File: config.mk
export PLATFORM = sky130hd
export DESIGN_NAME = fletcher_frame_deframer_top
export DESIGN_NICKNAME = d
export VERILOG_FILES = /design/src/ffd_pkg.sv /design/src/ffd_parser.sv /design/src/ffd_out_reg.sv /design/src/fletcher_frame_deframer_top.sv
export SDC_FILE = /design/constraint.sdc
export NUM_CORES = 1
export LEC_CHECK = 0
export BUFFER_PORTS_ARGS = -buffer_cell sky130_fd_sc_hd__buf_2
export CORE_MARGIN = 5
export CORE_UTILIZATION = 31
export CTS_CLUSTER_DIAMETER = 60
export DETAILED_ROUTE_END_ITERATION = 8
export GPL_TIMING_DRIVEN = 0
export HOLD_SLACK_MARGIN = 0.05
export SYNTH_ARGS = -nofsm -noshare
export SYNTH_HDL_FRONTEND = slang
export SYNTH_HIERARCHICAL = 1
export SYNTH_SLANG_ARGS = --single-unit
File: constraint.sdc
create_clock -name clk -period 5 [get_ports clk]
set_input_delay 1 -clock clk [delete_from_list [all_inputs] [get_ports clk]]
set_output_delay 1 -clock clk [all_outputs]
set_load 0.02 [all_outputs]
File: src/ffd_pkg.sv
// Shared types and constants of the Fletcher frame deframer.
package ffd_pkg;

  localparam logic [7:0] HEADER_RESET = 8'hF9;

  typedef enum logic [2:0] {
    PH_HUNT = 3'd0,
    PH_LEN  = 3'd1,
    PH_DATA = 3'd2,
    PH_CKA  = 3'd3,
    PH_CKB  = 3'd4
  } phase_t;

  typedef enum logic [1:0] {
    KIND_DATA = 2'd0,
    KIND_OK   = 2'd1,
    KIND_BAD  = 2'd2
  } kind_t;

  typedef struct packed {
    logic [7:0] data_byte;
    kind_t      item_kind;
    logic [7:0] frame_length;
  } result_t;

endpackage

File: src/ffd_parser.sv
// Frame parser state machine with the running Fletcher sums.
module ffd_parser (
  input  logic             clk,
  input  logic             rst_n,
  input  logic             step,
  input  logic [7:0]       rx_byte,
  input  logic [7:0]       frame_header,
  output logic             res_valid,
  output ffd_pkg::result_t res
);
  import ffd_pkg::*;

  phase_t     phase_r, phase_nxt;
  logic [7:0] remaining_r, remaining_nxt;
  logic [7:0] length_seen_r, length_seen_nxt;
  logic [7:0] sum_a_r, sum_a_nxt;
  logic [7:0] sum_b_r, sum_b_nxt;
  logic [7:0] check_a_r, check_a_nxt;
  logic [7:0] sum_a_add;

  assign sum_a_add = sum_a_r + rx_byte;

  always_ff @(posedge clk) begin
    if (!rst_n) begin
      phase_r       <= PH_HUNT;
      remaining_r   <= '0;
      length_seen_r <= '0;
      sum_a_r       <= '0;
      sum_b_r       <= '0;
      check_a_r     <= '0;
    end else if (step) begin
      phase_r       <= phase_nxt;
      remaining_r   <= remaining_nxt;
      length_seen_r <= length_seen_nxt;
      sum_a_r       <= sum_a_nxt;
      sum_b_r       <= sum_b_nxt;
      check_a_r     <= check_a_nxt;
    end
  end

  always_comb begin
    phase_nxt       = phase_r;
    remaining_nxt   = remaining_r;
    length_seen_nxt = length_seen_r;
    sum_a_nxt       = sum_a_r;
    sum_b_nxt       = sum_b_r;
    check_a_nxt     = check_a_r;
    res_valid       = 1'b0;
    res             = '{data_byte: 8'd0, item_kind: KIND_DATA, frame_length: 8'd0};
    unique case (phase_r)
      PH_LEN: begin
        length_seen_nxt = rx_byte;
        remaining_nxt   = rx_byte;
        sum_a_nxt       = '0;
        sum_b_nxt       = '0;
        phase_nxt       = (rx_byte == 8'd0) ? PH_CKA : PH_DATA;
      end
      PH_DATA: begin
        sum_a_nxt     = sum_a_add;
        sum_b_nxt     = sum_b_r + sum_a_add;
        remaining_nxt = remaining_r - 8'd1;
        if (remaining_r == 8'd1) begin
          phase_nxt = PH_CKA;
        end
        res_valid     = 1'b1;
        res.data_byte = rx_byte;
      end
      PH_CKA: begin
        check_a_nxt = rx_byte;
        phase_nxt   = PH_CKB;
      end
      PH_CKB: begin
        phase_nxt        = PH_HUNT;
        res_valid        = 1'b1;
        res.item_kind    = ((check_a_r == sum_a_r) && (rx_byte == sum_b_r)) ? KIND_OK
                                                                            : KIND_BAD;
        res.frame_length = length_seen_r;
      end
      default: begin
        phase_nxt = PH_HUNT;
        if (rx_byte == frame_header) begin
          phase_nxt = PH_LEN;
          sum_a_nxt = '0;
          sum_b_nxt = '0;
        end
      end
    endcase
  end

endmodule

File: src/ffd_out_reg.sv
// Result register that holds one finished result until it is taken.
module ffd_out_reg (
  input  logic             clk,
  input  logic             rst_n,
  input  logic             load,
  input  ffd_pkg::result_t load_data,
  input  logic             out_ready,
  output logic             out_valid,
  output logic             free,
  output ffd_pkg::result_t out_data
);
  import ffd_pkg::*;

  logic    valid_r;
  result_t data_r;

  assign free      = !valid_r || out_ready;
  assign out_valid = valid_r;
  assign out_data  = data_r;

  always_ff @(posedge clk) begin
    if (!rst_n) begin
      valid_r <= 1'b0;
    end else if (free) begin
      valid_r <= load;
    end
  end

  always_ff @(posedge clk) begin
    if (free && load) begin
      data_r <= load_data;
    end
  end

endmodule

File: src/fletcher_frame_deframer_top.sv
// Top level of the length-prefixed frame deframer with a mod-256 Fletcher check.
// Each received byte is taken into an input register and then run through the
// frame parser, whose payload bytes and frame-end results land in an output
// register. A new byte can be taken every cycle while the input register is
// empty or the output register is free, so the block sustains one byte per
// clock unless the output stalls; the parser's state update sets that rate,
// and a stalled output register holds back the input only once both registers
// are full. Write the header byte only while no frame data is in flight.
module fletcher_frame_deframer_top (
  input  logic       clk,
  input  logic       rst_n,
  input  logic       in_valid,
  output logic       in_ready,
  input  logic [7:0] in_rx_byte,
  output logic       out_valid,
  input  logic       out_ready,
  output logic [7:0] out_data_byte,
  output logic [1:0] out_item_kind,
  output logic [7:0] out_frame_length,
  input  logic       cfg_valid,
  output logic       cfg_ready,
  input  logic [7:0] cfg_frame_header
);
  import ffd_pkg::*;

  logic       s1_valid_r;
  logic [7:0] s1_byte_r;
  logic [7:0] header_r;
  logic       step;
  logic       out_free;
  logic       res_valid;
  result_t    res;
  result_t    out_data;

  assign cfg_ready = 1'b1;
  assign step      = s1_valid_r && out_free;
  assign in_ready  = !s1_valid_r || out_free;

  always_ff @(posedge clk) begin
    if (!rst_n) begin
      header_r <= HEADER_RESET;
    end else if (cfg_valid && cfg_ready) begin
      header_r <= cfg_frame_header;
    end
  end

  always_ff @(posedge clk) begin
    if (!rst_n) begin
      s1_valid_r <= 1'b0;
    end else if (in_ready) begin
      s1_valid_r <= in_valid;
    end
  end

  always_ff @(posedge clk) begin
    if (in_valid && in_ready) begin
      s1_byte_r <= in_rx_byte;
    end
  end

  ffd_parser u_parser (
    .clk          (clk),
    .rst_n        (rst_n),
    .step         (step),
    .rx_byte      (s1_byte_r),
    .frame_header (header_r),
    .res_valid    (res_valid),
    .res          (res)
  );

  ffd_out_reg u_out_reg (
    .clk       (clk),
    .rst_n     (rst_n),
    .load      (step && res_valid),
    .load_data (res),
    .out_ready (out_ready),
    .out_valid (out_valid),
    .free      (out_free),
    .out_data  (out_data)
  );

  assign out_data_byte    = out_data.data_byte;
  assign out_item_kind    = out_data.item_kind;
  assign out_frame_length = out_data.frame_length;

`ifndef SYNTHESIS
  a_accept_lands: assert property (@(posedge clk) disable iff (!rst_n)
    in_valid && in_ready |=> s1_valid_r && s1_byte_r == $past(in_rx_byte))
    else $error("accepted byte did not reach the input register");

  a_data_no_len: assert property (@(posedge clk) disable iff (!rst_n)
    out_valid && out_item_kind == KIND_DATA |-> out_frame_length == 8'd0)
    else $error("payload result carries a frame length");

  a_end_no_data: assert property (@(posedge clk) disable iff (!rst_n)
    out_valid && out_item_kind != KIND_DATA |-> out_data_byte == 8'd0)
    else $error("frame-end result carries a data byte");

  a_no_drop: assert property (@(posedge clk) disable iff (!rst_n)
    step && res_valid |=> out_valid)
    else $error("parser result was lost");
`endif

endmodule

# Word-level counts from Yosys, hierarchy flattened
# Cells that the tools add are included.
# op_classes
bitwise_logic,1
mux,10
eq_ne,9
addsub,3
reduce_logical,19
# ops
cell,n
$pmux 8 s3,2
$eq 8x8->1,3
$add 8x8->8,2
$pmux 8 s2,1
$pmux 3 s4,1
$eq 8x1->1 const B,1
$logic_not 8->1,1
$mux 8,1
$reduce_and 2->1,4
$sub 8x1->8 const B,1
$eq 3x2->1 const B,2
$logic_and 1x1->1,5
$reduce_or 2->1,2
$eq 3x1->1 const B,1
$eq 3x3->1 const B,1
$mux 1,3
$mux 3,1
$reduce_and 3->1,1
$reduce_bool 3->1,1
$logic_not 1->1,2
$logic_or 1x1->1,2
$mux 2,1
$ne 2x1->1 const B,1
$reduce_bool 2->1,1
$not 1->1,1
# totals
elab_cells,55
input_bits,21
register_bits,79

# Depth between registers and ports, before layout
# logic_depth
depth_word,5
mapped_depth,13
depth_no_buf,13

# Cells and area by module
# Netlist, hierarchy kept.
# modules_own_cells
mod,cells_per_inst,n_inst,area_each_um2
ffd_parser,356,1,2839.0
fletcher_frame_deframer_top,43,1,599.3
ffd_out_reg,23,1,598.1

# Worst setup path after synthesis
# No wires, ideal clock.
# synth_path
path_kind,register to register
startpoint,reg s1_byte_r[0]
endpoint,reg u_parser.sum_b_r[7]
required_time_ns,4.936
slack_ns,1.976
arrival_ns,2.960
n_path_buf,0
path_stages_with_launch,12
cell_sequence,edfxtp_1 > ha_1 > fa_1 > a21o_1 > a21oi_1 > xnor2_1 > ha_1 > o21a_1 > a2111oi_1 > nor2_1 > or3_1 > nand4_1
# synth_via
elab_chain_len,3
word_cells_on_any_way,6
classes_between,add/sub (2); eq/ne (1); mux (1); reduce/logical (2)
# synth_lines
item,line,text
from (decl),fletcher_frame_deframer_top.sv:27,logic [7:0] s1_byte_r;
from (signal assigned),fletcher_frame_deframer_top.sv:57,s1_byte_r <= in_rx_byte;
$add 8x8->8 or $eq 8x8->1 (tied branches),"ffd_parser.sv:21, ffd_parser.sv:81",
$add 8x8->8 or $reduce_bool 3->1 (tied branches),-,
$pmux 8 s3 or $reduce_and 3->1 (tied branches),-,
to (signal assigned),ffd_parser.sv:36,sum_b_r <= sum_b_nxt;
to (decl),ffd_parser.sv:17,"logic [7:0] sum_b_r, sum_b_nxt;"
# Parallel ways exist; a longest one is shown, timed or not.
# A chain may end at the register's enable or synchronous reset.

# Worst setup path in the final report
# Same ends and word-level chain as after synthesis.

==> flow_summary_export.csv <==
group,metric,value,unit
status,status,"complete, no violations",
cts,cts_buffer_depth,2,
yosys,synth-edff-count,26,
timing,hold_viol_final,0,
timing,grt_setup_unrepaired,"no",
global_route,antenna_found_initial,0,
floorplan,io_pins,42,
timing,max_freq,292,MHz
global_route,grt_pass1_vias,3066,
timing,finalCritPeriodShare,68.4,%
pwr,ir_drop,0.218,mV
yosys,ys_ff_latch,79,
global_route,grt_max_degree,19,
yosys,yosysWarnings,6,
critical_path,timing.rr.end,"u_parser/sum_b_r[7]",
timing,setup_viol,0,
critical_path,r2r_slack,1.58,ns
timing,setup_tns,0,ns
yosys,syn_area,4040,µm²
cts,cts_buffers,9,
finish,nNetsFinal,511,
cts,clock_latency,0.34,ns
yosys,synthArstFlopShare,0,%
floorplan,core,12700,µm²
critical_path,r2r-start,"s1_byte_r[0]",
yosys,synth-main-ff-cell,"dfxtp_1",
critical_path,crit_slowest_cell,"a2111oi_1",
place,port_buffers,39,
yosys,synth.distinct_cells,54,
yosys,synth_nets,461,
yosys,synth_common_cells,"nand2_1, dfxtp_1, a21oi_1, nor2_1, edfxtp_1",
worst_hold_path,holdPathStages,2,
floorplan,start_util,31.9,%
place,placed_cells,633,
yosys,ys_top_cells_by_area,"dfxtp_1, edfxtp_1, nand2_1",
routing,first_pass_iters,4,
cts,htree_num_levels,3,
worst_hold_path,hp-start,"u_parser/length_seen_r[1]",
critical_path,startpoint_type,"flop",
finish,drive_above_1_share,15.3,%
cts,cts_hold_buffers,0,
critical_path,endpoint_kind,"flop",
routing,drtIter0Drc,151,
critical_path,r2r_cells,12,
yosys,synthXorXnorAreaFrac,8.59,%
floorplan,die_width,124,µm
job,cap_violations,0,
cts,postCtsSetupRepairBufs,0,
floorplan,die_height,124,µm
global_route,grt_pass1_wl,14800,µm
yosys,yosys.cell_count.top_type,"nand2_1",
yosys,yosys.area.top_type_share,26.3,%
cts,cts_tree,"built",
critical_path,worst-setup-path-type,"flop to flop",
yosys,postSynthAreaPerCell,9.56,µm²
pwr,power-per-cell-area,317,nW/µm²
finish,fin_util,37.4,%
worst_hold_path,hp-class,"flop to flop",
global_route,grt.total_usage,12.5,%
finish,areaGrowthSynthToFinish,17.4,%
critical_path,crit_arrival,3.70,ns
yosys,synthAdderAreaFrac,5.95,%
critical_path,cp_slowest_stage_delay,0.56,ns
yosys,synth.area.mux_share,2.98,%
yosys,yosysTopAreaCell,"dfxtp_1",
routing,drt-total-wl,9100,µm
cts,clk_pin_slew,0.06,ns
timing,maxSlewViolCount,0,
critical_path,crit_required,5.28,ns
place,dp_hpwl,6790,µm
timing,min_period,3.42,ns
critical_path,cp_cell_sequence,"ha_1 -> fa_1 -> a21o_1 -> a21oi_1 -> o21bai_1 -> a21oi_1 -> xnor2_1 -> ha_1 -> a2111oi_1 -> nor2_1 -> or3_1 -> nand4_1",
routing,drcViolationCount,0,
cts,postCtsResizedCells,0,
cts,cts-root-buf,"clkbuf_16",
timing,tightest_slew,0.606,ns
floorplan,row_count,41,
yosys,synth_compound_area_share,12.2,%
routing,vias,3122,
worst_hold_path,holdPathEnd,"u_parser/length_seen_r[1]",
timing,skew,0.00663,ns
finish,insertedDiodeCount,0,
yosys,synthSimpleGateAreaFrac,20.2,%
place,gp_congestion,0.863,
global_route,grt_remaining_overflow,0,
timing,slew_headroom,59.5,%
floorplan,die_area,15400,µm²
finish,finalNonFillerCells,649,
pwr,leakage,1.90,nW
routing,postRouteAntennaNets,0,
cts,cts.sinks,79,
critical_path,cp_max_fo,3,
routing,via_per_inst,4.81,
yosys,seq_area_frac_synth,45.6,%
yosys,synthCells,422,
yosys,synth_top_family_by_area,"simple AND/OR/NAND/NOR gates",
routing,avgRoutedWirePerCell,14.0,µm
[registers in the layout, indices dropped and copies added (netlist names)]
register / cells
u_out_reg/out_data: 18
u_parser/remaining_r: 8
u_parser/phase_r: 3
u_parser/length_seen_r: 8
u_parser/sum_b_r: 8
u_out_reg/out_valid: 1
s1_valid_r: 1
s1_byte_r: 8
u_parser/sum_a_r: 8
header_r: 8
u_parser/check_a_r: 8
[per-stage QoR]
stage	hold WS, ns	total power [mW]	area [µm²]	setup WS (ns)
after global placement	0.439	0.876	4450	1.70
final	0.448	1.50	4740	1.58
after floorplan	0.432	0.833	4040	1.98
after global routing	0.474	1.56	4740	1.27
after CTS	0.451	1.52	4740	1.59
after detailed placement	0.443	0.880	4450	1.66
[power by group]
part | switching, mW | internal, mW | leakage, nW
clock network | 0.253 | 0.384 | 0.132
registers | 0.0192 | 0.682 | 0.658
logic | 0.0963 | 0.0687 | 1.11
total | 0.369 | 1.13 | 1.90
[routing by layer]
metal | vias up | share of wire, % | global-route usage, % | routed length (µm)
met2 | 64 | 48 | 21.1 | 4370
met5 | - | 0 | 0 | 0
met1 | 1468 | 45 | 15.3 | 4120
met4 | 0 | 1.8 | 4.79 | 165
met3 | 14 | 4.9 | 3.32 | 450
li1 | 1576 | - | - | -
[layout make-up]
cell class / instances / area [µm²]
Fill cell: 1296 / 7930
Multi-Input combinational cell: 307 / 2020
Sequential cell: 79 / 1840
Clock buffer: 10 / 229
Tap cell: 172 / 215
Timing Repair Buffer: 39 / 195
Buffer: 24 / 130
Clock inverter: 6 / 61.3
Inverter: 12 / 45.0
[layout by cell type (no fill, tap or decap), types with 4 or more instances in the layout]
cell / count
a21oi_1: 35
a22oi_1: 11
and2_1: 13
and3_1: 10
buf_2: 43
buf_6: 4
clkbuf_1: 15
clkbuf_16: 9
dfxtp_1: 53
edfxtp_1: 26
ha_1: 16
inv_1: 12
mux2i_1: 12
nand2_1: 56
nand3_1: 7
nor2_1: 31
nor2b_1: 7
nor3_1: 9
nor4_1: 5
o21ai_0: 7
or3_1: 8
xnor2_1: 12
xor2_1: 22
[how the worst max path moves through the flow]
| stage | end | slack (ns) | start |
|---|---|---|---|
| floorplan | u_parser/sum_b_r[7] | 1.98 | s1_byte_r[0] |
| global placement | u_parser/sum_b_r[7] | 1.70 | s1_byte_r[0] |
| detailed placement | u_parser/sum_b_r[7] | 1.66 | s1_byte_r[0] |
| CTS | u_parser/sum_b_r[7] | 1.59 | s1_byte_r[0] |
| global route | u_parser/sum_b_r[7] | 1.27 | s1_byte_r[0] |
| finish | u_parser/sum_b_r[7] | 1.58 | s1_byte_r[0] |
[worst max-delay path: cells and delay by family, from the launching register on]
family	cells	cell delay [ns]
AOI/OAI and AO/OA	5	1.35
DFF	1	0.41
and+or+nand+nor	3	0.61
xor gates and xnor gates	1	0.13
adders and majority gates	3	0.89
[kinds of logic (layout without fill, tap and decap cells)]
group                    count (synthesis)  in the layout
AO/OA/AOI/OAI                           77             77
XOR/XNOR                                37             37
adder cells (fa/ha/maj)                 18             18
buffers and inverters                   36             91
flip-flops                              79             79
multiplexers                            12             12
other                                    1              1
AND/OR/NAND/NOR                        162            162
Note: power is estimated with default switching activity, not from simulation.
